**config.mk**
```make
export PLATFORM = sky130hd
export DESIGN_NAME = crc16_packet_deframer_unit
export DESIGN_NICKNAME = d
export VERILOG_FILES = /design/src/rtl/crcpd_pkg.sv /design/src/rtl/crcpd_cell.sv /design/src/rtl/crc16_packet_deframer_unit.sv
export SDC_FILE = /design/constraint.sdc
export NUM_CORES = 2
export LEC_CHECK = 0
export BUFFER_PORTS_ARGS = -buffer_cell sky130_fd_sc_hd__buf_2
export CORE_ASPECT_RATIO = 0.9
export CORE_MARGIN = 2
export CORE_UTILIZATION = 57
export DETAILED_ROUTE_END_ITERATION = 16
export PLACE_DENSITY = 0.73
export SKIP_CTS_REPAIR_TIMING = 1
export SYNTH_ARGS = -nofsm -noshare
export SYNTH_HDL_FRONTEND = slang
export SYNTH_SLANG_ARGS = --single-unit
```
**constraint.sdc**
```tcl
create_clock -name i_clk -period 4.31 [get_ports i_clk]
set_input_delay 1.293 -clock i_clk [delete_from_list [all_inputs] [get_ports i_clk]]
set_output_delay 1.293 -clock i_clk [all_outputs]
set_load 0.05 [all_outputs]
```
**src/rtl/crcpd_pkg.sv**
```systemverilog
`timescale 1ns / 1ps
// ----------------------------------------------------------------------------
// crcpd_pkg
// Shared constants, types and the CRC-16/ARC byte step for the deframer.
// ----------------------------------------------------------------------------
package crcpd_pkg;

    // Largest payload the window is sized for, and the window depth
    localparam int MAX_PAYLOAD = 48;
    localparam int WIN_DEPTH   = MAX_PAYLOAD + 7;

    // Reflected CRC-16/ARC polynomial
    localparam logic [15:0] CRC_POLY = 16'hA001;

    // Configuration register indexes
    localparam logic [7:0] REG_SYNC    = 8'd0;
    localparam logic [7:0] REG_VERSION = 8'd1;
    localparam logic [7:0] REG_CRASH   = 8'd2;
    localparam logic [7:0] REG_MAXLEN  = 8'd3;

    // Frame byte offsets within the window
    localparam logic [5:0] OFS_SYNC    = 6'd0;
    localparam logic [5:0] OFS_VERSION = 6'd1;
    localparam logic [5:0] OFS_FLAGS   = 6'd2;
    localparam logic [5:0] OFS_LEN_L   = 6'd3;
    localparam logic [5:0] OFS_LEN_H   = 6'd4;
    localparam logic [5:0] OFS_NODE    = 6'd7;
    localparam logic [5:0] OFS_FUNC    = 6'd8;
    localparam logic [5:0] OFS_ERR_L   = 6'd9;
    localparam logic [5:0] OFS_ERR_H   = 6'd10;
    localparam logic [5:0] OFS_DATA    = 6'd11;

    // Cell operations
    localparam logic [1:0] CELL_HOLD  = 2'd0;
    localparam logic [1:0] CELL_LOAD  = 2'd1;
    localparam logic [1:0] CELL_SHIFT = 2'd2;
    localparam logic [1:0] CELL_ROT   = 2'd3;

    typedef struct packed {
        logic [1:0] op;
        logic [5:0] fill;
        logic [7:0] din;
    } t_cell_ctl;

    // One byte of CRC-16/ARC: xor in, then eight reflected shift steps
    function automatic logic [15:0] crc16_byte(input logic [15:0] crc, input logic [7:0] b);
        logic [15:0] c;
        c = crc ^ {8'h00, b};
        for (int i = 0; i < 8; i++) begin
            if (c[0]) begin
                c = (c >> 1) ^ CRC_POLY;
            end else begin
                c = c >> 1;
            end
        end
        return c;
    endfunction

endpackage

```
**src/rtl/crcpd_cell.sv**
```systemverilog
`timescale 1ns / 1ps
// ----------------------------------------------------------------------------
// crcpd_cell
// One window byte: loads a new byte, shifts toward the head, or rotates the
// head byte back in at the tail of the filled part.
// ----------------------------------------------------------------------------
module crcpd_cell
    import crcpd_pkg::*;
(
    input  logic       i_clk,
    input  logic [5:0] i_pos,
    input  t_cell_ctl  i_ctl,
    input  logic [7:0] i_next,
    input  logic [7:0] i_head,
    output logic [7:0] o_q
);

    logic [7:0] r_q;
    logic [7:0] n_q;

    // Pick the next byte for this position
    always_comb begin
        n_q = r_q;
        case (i_ctl.op)
            CELL_LOAD: begin
                if (i_pos == i_ctl.fill) n_q = i_ctl.din;
            end
            CELL_SHIFT: n_q = i_next;
            CELL_ROT: begin
                if (i_pos == i_ctl.fill - 6'd1) n_q = i_head;
                else n_q = i_next;
            end
            default: n_q = r_q;
        endcase
    end

    always_ff @(posedge i_clk) begin
        r_q <= n_q;
    end

    assign o_q = r_q;

endmodule

```
**src/rtl/crc16_packet_deframer_unit.sv**
```systemverilog
`timescale 1ns / 1ps
// ----------------------------------------------------------------------------
// crc16_packet_deframer_unit
// Sync / version / length / payload / CRC-16 deframer built on a row of
// byte cells that rotate the receive window past one checking head.
// ----------------------------------------------------------------------------
//  channel  | handshake                | payload
//  ---------+--------------------------+------------------------------------
//  in       | i_in_valid / o_in_stall  | i_rx_byte
//  out      | o_out_valid / i_out_stall| node_id, fn_code, error_word,
//           |                          | crash_hit, data_byte, has_data, last
//  cfg      | i_cfg_valid / o_cfg_ready| i_cfg_index, i_cfg_data
//
// A scan pass rotates the filled window once through the cells, followed by a
// decide step. A failed pass drops one byte and rescans, so one item can take
// up to about 55 passes. A good frame shifts out one byte a cycle, pausing
// while the output register is full. Input is stalled until the window is idle
// again. Reset empties the window; no clearing pass.
// ----------------------------------------------------------------------------
module crc16_packet_deframer_unit
    import crcpd_pkg::*;
(
    input  logic        i_clk,
    input  logic        i_rst_n,
    input  logic        i_in_valid,
    output logic        o_in_stall,
    input  logic [7:0]  i_rx_byte,
    output logic        o_out_valid,
    input  logic        i_out_stall,
    output logic [7:0]  o_node_id,
    output logic [7:0]  o_fn_code,
    output logic [15:0] o_error_word,
    output logic        o_crash_hit,
    output logic [7:0]  o_data_byte,
    output logic        o_has_data,
    output logic        o_last,
    input  logic        i_cfg_valid,
    output logic        o_cfg_ready,
    input  logic [7:0]  i_cfg_index,
    input  logic [7:0]  i_cfg_data
);

    localparam logic [2:0] ST_IDLE   = 3'd0;
    localparam logic [2:0] ST_SCAN   = 3'd1;
    localparam logic [2:0] ST_DECIDE = 3'd2;
    localparam logic [2:0] ST_DROP   = 3'd3;
    localparam logic [2:0] ST_EMIT   = 3'd4;

    localparam logic [5:0] DEPTH = 6'(WIN_DEPTH);
    localparam logic [5:0] LIMIT = 6'(MAX_PAYLOAD);

    logic [7:0]  r_sync, r_version, r_crash_mask;
    logic [5:0]  r_max_len;
    logic [2:0]  r_state, n_state;
    logic [5:0]  r_fill, n_fill;
    logic [5:0]  r_idx, n_idx;
    logic [15:0] r_crc, n_crc;
    logic        r_fail, n_fail;
    logic [7:0]  r_len_lo;
    logic [5:0]  r_len;
    logic [7:0]  r_node, r_func, r_flags;
    logic [15:0] r_err;
    logic        r_out_valid;
    logic [7:0]  r_out_data;
    logic        r_out_has, r_out_last, r_out_crash;
    logic [7:0]  r_out_node, r_out_func;
    logic [15:0] r_out_err;

    t_cell_ctl   w_ctl;
    logic [7:0]  w_q [0:WIN_DEPTH];
    logic [7:0]  w_head;
    logic [5:0]  w_limit;
    logic [15:0] w_len16;
    logic        w_len_bad;
    logic [6:0]  w_idx7, w_len7;
    logic        w_crc_due;
    logic        w_fail_now;
    logic        w_in_acc;
    logic        w_slot_free;
    logic        w_emit_here, w_emit_last, w_shift_ok;

    assign w_head   = w_q[0];
    assign w_q[WIN_DEPTH] = 8'h00;
    assign w_in_acc = i_in_valid && !o_in_stall;
    assign o_in_stall  = (r_state != ST_IDLE);
    assign o_cfg_ready = 1'b1;

    // Row of window cells
    for (genvar k = 0; k < WIN_DEPTH; k++) begin : g_cell
        crcpd_cell u_cell (
            .i_clk  (i_clk),
            .i_pos  (6'(k)),
            .i_ctl  (w_ctl),
            .i_next (w_q[k + 1]),
            .i_head (w_head),
            .o_q    (w_q[k])
        );
    end

    // Header checks on the byte at the head
    assign w_limit   = (r_max_len < LIMIT) ? r_max_len : LIMIT;
    assign w_len16   = {w_head, r_len_lo};
    assign w_len_bad = (w_len16 == 16'd0) || (w_len16 > {10'd0, w_limit});
    assign w_idx7    = {1'b0, r_idx};
    assign w_len7    = {1'b0, r_len};
    // CRC bytes count only once the whole frame is in the window
    assign w_crc_due = ({1'b0, r_fill} >= w_len7 + 7'd7);

    always_comb begin
        w_fail_now = 1'b0;
        if (r_idx == OFS_SYNC && w_head != r_sync) w_fail_now = 1'b1;
        if (r_idx == OFS_VERSION && w_head != r_version) w_fail_now = 1'b1;
        if (r_idx == OFS_LEN_H && w_len_bad) w_fail_now = 1'b1;
        if (r_idx > OFS_LEN_H && w_crc_due && w_idx7 == w_len7 + 7'd5 &&
            w_head != r_crc[7:0])
            w_fail_now = 1'b1;
        if (r_idx > OFS_LEN_H && w_crc_due && w_idx7 == w_len7 + 7'd6 &&
            w_head != r_crc[15:8])
            w_fail_now = 1'b1;
    end

    // Result slots while a good frame shifts out
    assign w_slot_free = !r_out_valid || !i_out_stall;
    always_comb begin
        if (r_len > 6'd6) begin
            w_emit_here = (r_idx >= OFS_DATA) && (w_idx7 < w_len7 + 7'd5);
            w_emit_last = (w_idx7 == w_len7 + 7'd4);
        end else begin
            w_emit_here = (r_idx == OFS_ERR_H);
            w_emit_last = 1'b1;
        end
    end
    assign w_shift_ok = !w_emit_here || w_slot_free;

    // Sequencer
    always_comb begin
        n_state   = r_state;
        n_fill    = r_fill;
        n_idx     = r_idx;
        n_crc     = r_crc;
        n_fail    = r_fail;
        w_ctl.op   = CELL_HOLD;
        w_ctl.fill = r_fill;
        w_ctl.din  = i_rx_byte;
        case (r_state)
            ST_IDLE: begin
                if (w_in_acc) begin
                    if (r_fill < DEPTH) begin
                        w_ctl.op = CELL_LOAD;
                        n_fill   = r_fill + 6'd1;
                    end
                    n_state = ST_SCAN;
                    n_idx   = 6'd0;
                    n_crc   = 16'h0000;
                    n_fail  = 1'b0;
                end
            end
            ST_SCAN: begin
                if (r_fill == 6'd0) begin
                    n_state = ST_IDLE;
                end else begin
                    w_ctl.op = CELL_ROT;
                    n_idx    = r_idx + 6'd1;
                    n_fail   = r_fail || w_fail_now;
                    if (r_idx > OFS_LEN_H && w_idx7 < w_len7 + 7'd5)
                        n_crc = crc16_byte(r_crc, w_head);
                    if (r_idx == r_fill - 6'd1) n_state = ST_DECIDE;
                end
            end
            ST_DECIDE: begin
                if (r_fail) begin
                    n_state = ST_DROP;
                end else if (r_fill > OFS_LEN_H && {1'b0, r_fill} >= w_len7 + 7'd7) begin
                    n_state = (r_len < 6'd6) ? ST_DROP : ST_EMIT;
                    n_idx   = 6'd0;
                end else begin
                    n_state = ST_IDLE;
                end
            end
            ST_DROP: begin
                w_ctl.op = CELL_SHIFT;
                n_fill   = r_fill - 6'd1;
                n_state  = ST_SCAN;
                n_idx    = 6'd0;
                n_crc    = 16'h0000;
                n_fail   = 1'b0;
            end
            ST_EMIT: begin
                if (w_shift_ok) begin
                    w_ctl.op = CELL_SHIFT;
                    n_fill   = r_fill - 6'd1;
                    n_idx    = r_idx + 6'd1;
                    if (w_idx7 == w_len7 + 7'd6) begin
                        n_state = ST_SCAN;
                        n_idx   = 6'd0;
                        n_crc   = 16'h0000;
                        n_fail  = 1'b0;
                    end
                end
            end
            default: n_state = ST_IDLE;
        endcase
    end

    // Control registers
    always_ff @(posedge i_clk) begin
        if (!i_rst_n) begin
            r_state      <= ST_IDLE;
            r_fill       <= 6'd0;
            r_idx        <= 6'd0;
            r_crc        <= 16'h0000;
            r_fail       <= 1'b0;
            r_len        <= 6'd0;
            r_out_valid  <= 1'b0;
            r_sync       <= 8'h00;
            r_version    <= 8'h00;
            r_crash_mask <= 8'h00;
            r_max_len    <= 6'd48;
        end else begin
            r_state <= n_state;
            r_fill  <= n_fill;
            r_idx   <= n_idx;
            r_crc   <= n_crc;
            r_fail  <= n_fail;
            if (r_state == ST_SCAN && r_fill != 6'd0 && r_idx == OFS_LEN_H && !w_len_bad)
                r_len <= w_len16[5:0];
            // hold result until taken, load on an emitted byte
            if (!i_out_stall) r_out_valid <= 1'b0;
            if (r_state == ST_EMIT && w_emit_here && w_slot_free) r_out_valid <= 1'b1;
            if (i_cfg_valid && o_cfg_ready) begin
                case (i_cfg_index)
                    REG_SYNC:    r_sync       <= i_cfg_data;
                    REG_VERSION: r_version    <= i_cfg_data;
                    REG_CRASH:   r_crash_mask <= i_cfg_data;
                    REG_MAXLEN:  r_max_len    <= i_cfg_data[5:0];
                    default: ;
                endcase
            end
        end
    end

    // Capture header fields and result payload
    always_ff @(posedge i_clk) begin
        if (r_state == ST_SCAN && r_fill != 6'd0) begin
            case (r_idx)
                OFS_FLAGS: r_flags       <= w_head;
                OFS_LEN_L: r_len_lo      <= w_head;
                OFS_NODE:  r_node        <= w_head;
                OFS_FUNC:  r_func        <= w_head;
                OFS_ERR_L: r_err[7:0]    <= w_head;
                OFS_ERR_H: r_err[15:8]   <= w_head;
                default: ;
            endcase
        end
        if (r_state == ST_EMIT && w_emit_here && w_slot_free) begin
            r_out_node  <= r_node;
            r_out_func  <= r_func;
            r_out_err   <= r_err;
            r_out_crash <= |(r_flags & r_crash_mask);
            r_out_has   <= (r_len > 6'd6);
            r_out_data  <= (r_len > 6'd6) ? w_head : 8'h00;
            r_out_last  <= w_emit_last;
        end
    end

    assign o_out_valid  = r_out_valid;
    assign o_node_id    = r_out_node;
    assign o_fn_code    = r_out_func;
    assign o_error_word = r_out_err;
    assign o_crash_hit  = r_out_crash;
    assign o_data_byte  = r_out_data;
    assign o_has_data   = r_out_has;
    assign o_last       = r_out_last;

endmodule

```
== Yosys cells after proc, flatten, opt, wreduce, memory -nomap -nowiden ==
Index checks and enable logic that the tools add are counted.

* Add/sub/neg operators: 7
* Reductions and logical operators: 109
* Eq/ne operators: 200
* Mux-type cells: 239
* Order comparisons: 10
* Bitwise operators: 10

{| class="wikitable"
|+ Operator list
! operator !! number
|-
| 8-bit one-hot mux with 3 select lines || 55
|-
| 8-bit 2-to-1 mux || 110
|-
| 16-bit 2-to-1 mux || 34
|-
| 6-bit equality test, first input constant || 46
|-
| 5-bit by 6-bit equality test with 1-bit output, first input constant || 32
|-
| 2-bit AND reduction || 64
|-
| 2-bit by 1-bit != test with 1-bit output, second input constant || 55
|-
| 4-bit by 6-bit equality test with 1-bit output, first input constant || 16
|-
| 16-bit one-hot mux with 4 select lines || 1
|-
| 6-bit 2-to-1 mux || 10
|-
| 3-bit by 6-bit equality test with 1-bit output, first input constant || 8
|-
| 8-bit != test || 4
|-
| 6-bit one-hot mux with 5 select lines || 1
|-
| 6-bit by 3-bit adder with 7-bit output, second input constant || 4
|-
| 2-bit by 6-bit equality test with 1-bit output, first input constant || 4
|-
| 3-bit 2-to-1 mux || 8
|-
| 2-bit inverter with 3-bit output || 8
|-
| 6-bit by 7-bit equality test with 1-bit output || 3
|-
| 2-bit != test, second input constant || 10
|-
| 6-bit by 4-bit equality test with 1-bit output, second input constant || 3
|-
| 6-bit by 3-bit greater-than comparator with 1-bit output, second input constant || 3
|-
| 6-bit zero test || 3
|-
| 6-bit one-hot mux with 3 select lines || 1
|-
| 1-bit logical AND || 17
|-
| other kinds (42) || 75
|}

* Input bits: 29
* Register bits: 600

== Longest topological paths before layout ==
* Depth in word-level cells: 41
* Mapped depth: 15
* Mapped depth without buffers: 13

== By module ==
From an unflattened synthesis, not the netlist that was laid out.

* Cell total of the unflattened synthesis: 4743
* Area total of the unflattened synthesis: 44448.9 µm²

{| class="wikitable"
|+ By module, submodules not included
! module !! cells each !! area each (µm²) !! seq. area each (µm²) !! times used
|-
| crcpd_cell (g_cell[0].u_cell ...) || 75 || 676.9 || 240.2 || 34
|-
| crcpd_cell (g_cell[40].u_cell ...) || 70 || 645.6 || 240.2 || 16
|-
| crc16_packet_deframer_unit || 713 || 7801.2 || 4113.9 || 1
|-
| crcpd_cell (g_cell[5].u_cell ...) || 72 || 660.6 || 240.2 || 5
|}

== Least setup slack after synthesis ==
Ideal clock, no wire load.

* Path type: register to register
* Start: register r_len[2]
* End: register r_out_crash, in the netlist o_crash_hit (enable)
* Arrival time: 4160 ps
* Stages on the path, launching flop included: 12
* Slack: -308 ps
* Data required time: 3852 ps
* Buffers on the path: 0
* Setup time: 458 ps
* Period minus slack after synthesis: 4618 ps
* Cells stage by stage: dfxtp_1 inv_1 ha_1 a21oi_1 nor2_1 xnor2_1 ha_1 a21oi_1 nand2_1 o21ai_0 o21ai_0 a21oi_1

* Cells in the longest elaborated chain, start to end: 6

{| class="wikitable"
|+ RTL lines
! what !! RTL line !! source
|-
| from (decl) || crc16_packet_deframer_unit.sv:60 || <nowiki>logic [5:0] r_len;</nowiki>
|-
| from (signal assigned) || crc16_packet_deframer_unit.sv:226 || <nowiki>r_len <= w_len16[5:0];</nowiki>
|-
| 6-bit by 3-bit adder with 7-bit output || crc16_packet_deframer_unit.sv:126 || <nowiki>w_emit_here = (r_idx >= OFS_DATA) && (w_idx7 < w_len7 + 7'd5);</nowiki>
|-
| 6-bit by 7-bit < comparator with 1-bit output || crc16_packet_deframer_unit.sv:126 ||
|-
| 1-bit logical AND || crc16_packet_deframer_unit.sv:126 ||
|-
| 1-bit 2-to-1 mux (*) || crc16_packet_deframer_unit.sv:125 || <nowiki>if (r_len > 6'd6) begin</nowiki>
|-
| 1-bit logical AND (*) (2 in series) || crc16_packet_deframer_unit.sv:255 || <nowiki>if (r_state == ST_EMIT && w_emit_here && w_slot_free) begin</nowiki>
|-
| to (signal assigned) || crc16_packet_deframer_unit.sv:259 || <nowiki>r_out_crash <= |(r_flags & r_crash_mask);</nowiki>
|-
| to (decl) || crc16_packet_deframer_unit.sv:65 || <nowiki>logic r_out_has, r_out_last, r_out_crash;</nowiki>
|}

Mark *: on every way between the ends. The rest lies on a longest branch, timed or not.
A chain may end at the register's enable or synchronous reset.

== Worst setup path in the final report ==
* Start: register r_len[2]
* End: register g_cell[31].u_cell.r_q[5] (enable)

* Cells in the longest elaborated chain, start to end: 11

{| class="wikitable"
|+ RTL lines
! what !! RTL line !! source
|-
| 6-bit by 3-bit adder with 7-bit output || crc16_packet_deframer_unit.sv:126 ||
|-
| 6-bit by 7-bit < comparator with 1-bit output || crc16_packet_deframer_unit.sv:126 ||
|-
| 1-bit logical AND || crc16_packet_deframer_unit.sv:126 ||
|-
| 1-bit 2-to-1 mux (*) || crc16_packet_deframer_unit.sv:125 ||
|-
| 1-bit zero test (*) || crc16_packet_deframer_unit.sv:133 || <nowiki>assign w_shift_ok = !w_emit_here || w_slot_free;</nowiki>
|-
| 1-bit logical OR (*) || crc16_packet_deframer_unit.sv:133 ||
|-
| 2-bit 2-to-1 mux (*) || crc16_packet_deframer_unit.sv:189 || <nowiki>if (w_shift_ok) begin</nowiki>
|-
| 2-bit one-hot mux with 4 select lines (*) || crc16_packet_deframer_unit.sv:145 || <nowiki>case (r_state)</nowiki>
|-
| 2-bit by 1-bit equality test with 1-bit output or 2-bit equality test (tied branches) || crcpd_cell.sv:24 || <nowiki>case (i_ctl.op)</nowiki>
|-
| 2-bit by 1-bit != test with 1-bit output (no line) or 3-bit nonzero test (tied branches) || -- ||
|-
| 2-bit AND reduction (no line) (*) || -- ||
|-
| to (signal assigned) || crcpd_cell.sv:38 || <nowiki>r_q <= n_q;</nowiki>
|-
| to (decl) || crcpd_cell.sv:18 || <nowiki>logic [7:0] r_q;</nowiki>
|}

Marks and branches as above.

==> impl_results.md <==
- Mux share of post-synthesis cell area: 2.67%
- Max-slew violations: 0
- Gp weighted congestion: 0.947
- Synth Area in Adders: 1.87%
- Final Cycle Share: around nine tenths
- Maximum root-to-sink buffer count: 3
- Initial antenna violation count: 0
- Slew margin rel.: about 7.1%
- Number of cells on the worst reg-to-reg path: 12
- Max Fclk: approximately 260 MHz
- Worst Path Arrival: 4.15 ns
- HPWL after detailed placement: about 48000 microns
- # nets final: ~2200
- Crit Path Class: reg -> reg
- Min-Delay Path Depth: 0
- PwrDens: between 400 and 500 nW/um^2
- Crit end category: register
- H-tree depth: 2
- Reg2reg setup slack: 0.40 ns
- Worst reg2reg path endpoint: g_cell[31].u_cell.o_q[5]
- Post-Route WL: 77800 microns
- Fillers: 3421
- Worst Skew: 0.0219 ns
- Maximum fanout along the worst path: 39
- Core ar.: 47600 sq um
- Setup TNS: 0 ns
- Mapped Avg Cell Area: approximately 13 sq um
- Ports: 75
- Req. time, crit path: 4.55 ns
- Via count: 19774
- GR Util All Layers: 31.0%
- CTS clk-pin slew, worst paths: 0.06 ns
- Hold endpoint: o_error_word[3]
- Share of synthesized registers carrying an async set or reset: 0%
- CTS tree: yes
- Post-layout util: 64.5%
- Ys flop type: edfxtp_1
- Worst slew pin tran: 1.38 ns
- HP Class: reg -> reg
- First-pass GRT wire length: between 100000 and 150000 microns
- # DRC: 0
- Number of flops mapped to enable cells by yosys: 531
- TritonCTS Sinks: 600
- Wire per inst: around 28 microns
- Largest family of logic cells by synthesized area: compound AO/OA/AOI/OAI gates
- Drt initial violations: 2606
- LEAKAGE: between 10 and 15 nW
- Die Y-Extent: 212 microns
- Setup ws final: 0.403 ns
- Top cell type's share of synthesized area: around three fifths
- Setup Viol. Count Final: 0
- Rows: 76
- Mapped Area: 27400 sq um
- Synth Area in Simple Gates: 6.74%
- Area Overhead vs Synth: 12.0%
- Status: completed
- Die footprint: 49900 sq um
- YS warnings: 0
- PortBufs: between 70 and 80
- Synth area leaders: edfxtp_1 58%, a221o_1 14%, dfxtp_1 5.0%, mux2i_1 2.7%, o21ai_0 2.3%
- Die X: roughly 240 microns
- Compound-Gate Fraction of Synth Area: 20.2%
- N_diodes: 0
- Total clock buffers created by CTS: 59
- Clk Latency, worst-skew pair: 0.65 ns
- Dpl cell area: approximately 29000 sq um
- Share of cells above drive strength 1: between 10% and 20%
- Vias in the first global route: 19319
- Root Driver: clkbuf_16
- Cell taking the most area after synthesis: edfxtp_1
- Max_cap viols: 0
- Min Clock Period, post-route: slightly below 4 ns
- Worst Setup Start Kind: register
- Sequential fraction of the synthesis area: 63.2%
- Fin area: slightly above 30000 sq um
- Synth Area in XOR/XNOR: under 10%
- Final hold violation count: 0
- RSZ-0062 raised after global routing: no
- DRT Pass-1 Iters: 6
- Pre-CTS setup slack: approximately 0.44 ns
- Mapped Cells: 2040
- Max VDD drop: 358 uV
- Maximum number of pins on one net before global-route repair: 61
- Hold Crit Start: r_err[3]
- Critical R2R Launch: r_len[2]
- DRT antenna net count: 0
- Netlist cell types: 65
- Gr ovfl total: 0
- Initial Utilization: 57.5%
- Vias per inst: 7.14
- Syn Nets: roughly 2100
- Number of synthesized register bits: 600
==> logic make-up after synthesis <==
logic type               after synthesis
AO/OA/AOI/OAI                        664
multiplexers                          73
XOR/XNOR                              73
adder cells (fa/ha/maj)               41
buffers and inverters                194
other                                  1
flip-flops                           600
AND/OR/NAND/NOR                      394
==> cells in the mapped netlist, types with 41 or more instances <==
cell / number
clkbuf_1: 117
o21ai_0: 125
edfxtp_1: 531
nand2_1: 124
xnor2_1: 46
dfxtp_1: 69
a221o_1: 390
mux2i_1: 73
nor3_1: 45
a21oi_1: 57
ha_1: 41
buf_2: 43
nor2_1: 109
==> flip-flops by register name, summed over array words and instances, names as in the netlist, 16 cells and up <==
register	cells
r_err	16
o_error_word	16
r_crc	16
g_cell.u_cell.o_q	440
==> report_power, final <==
group	total, mW	internal, mW	switching, mW
registers	6.85	6.70	0.150
clock network	5.26	2.98	2.27
logic	1.96	0.607	1.36
==> worst max-delay path, stage by stage, from the launching register on <==
cell	delay (ns)
dfxtp_1	0.47
inv_1	0.18
ha_1	0.21
a21oi_1	0.22
nor2_1	0.10
xnor2_1	0.13
ha_1	0.31
a21oi_1	0.16
nand2_1	0.09
o2111ai_1	0.35
and3_2	0.57
buf_12	0.25
o21ai_0	0.45
==> layout by cell type (no fill, tap or decap), types with 20 or more instances in the layout <==
cell	count
nand2_1	123
a21oi_1	56
a221o_1	390
inv_1	21
dfxtp_1	69
a21o_1	20
clkbuf_16	59
edfxtp_1	531
o21ai_0	125
ha_1	41
nor3_1	45
xnor2_1	46
buf_4	83
nor2_1	109
nand3_1	20
buf_2	73
mux2i_1	73
xor2_1	26
==> per-stage QoR <==
| step | total power [mW] | hold slack (ns) | cells |
|---|---|---|---|
| 3_3_place_gp | 8.80 | 0.404 | 2660 |
| 3_5_place_dp | 8.85 | 0.405 | 2660 |
| 6_report | 14.1 | 0.419 | 2770 |
| 5_1_grt | 14.4 | 0.425 | 2770 |
| 2_1_floorplan | 8.10 | 0.400 | 2040 |
| 4_1_cts | 14.0 | 0.420 | 2769 |
==> per-layer routing <==
layer / vias to the layer above / routed length, microns / GRT usage [%]
met5: - / 30 / 0.489
met4: 2 / 2840 / 12.0
met3: 209 / 9600 / 7.24
met2: 1311 / 34300 / 47.1
met1: 9812 / 31000 / 43.7
li1: 8440 / - / -
==> area by class of cell <==
type	instances	area, sq um	area share (%)
Tap cell	624	781	2.54
Clock buffer	69	1530	5.00
Multi-Input combinational cell	1246	9320	30.3
Sequential cell	600	17300	56.4
Inverter	23	86.3	0.281
Clock inverter	40	445	1.45
Timing Repair Buffer	168	1220	3.96
==> worst max path at each step <==
stage / from / to / slack (ns)
3_5_place_dp: r_len[2] / g_cell[31].u_cell.o_q[4] / 0.44
2_1_floorplan: r_len[2] / o_crash_hit / 0.64
4_1_cts: r_len[2] / g_cell[29].u_cell.o_q[6] / 0.43
5_1_grt: r_len[2] / g_cell[48].u_cell.o_q[0] / 0.07
6_report: r_len[2] / g_cell[31].u_cell.o_q[5] / 0.40
3_3_place_gp: r_len[2] / g_cell[40].u_cell.o_q[4] / 0.52
Note: power is estimated with default switching activity, not from simulation.
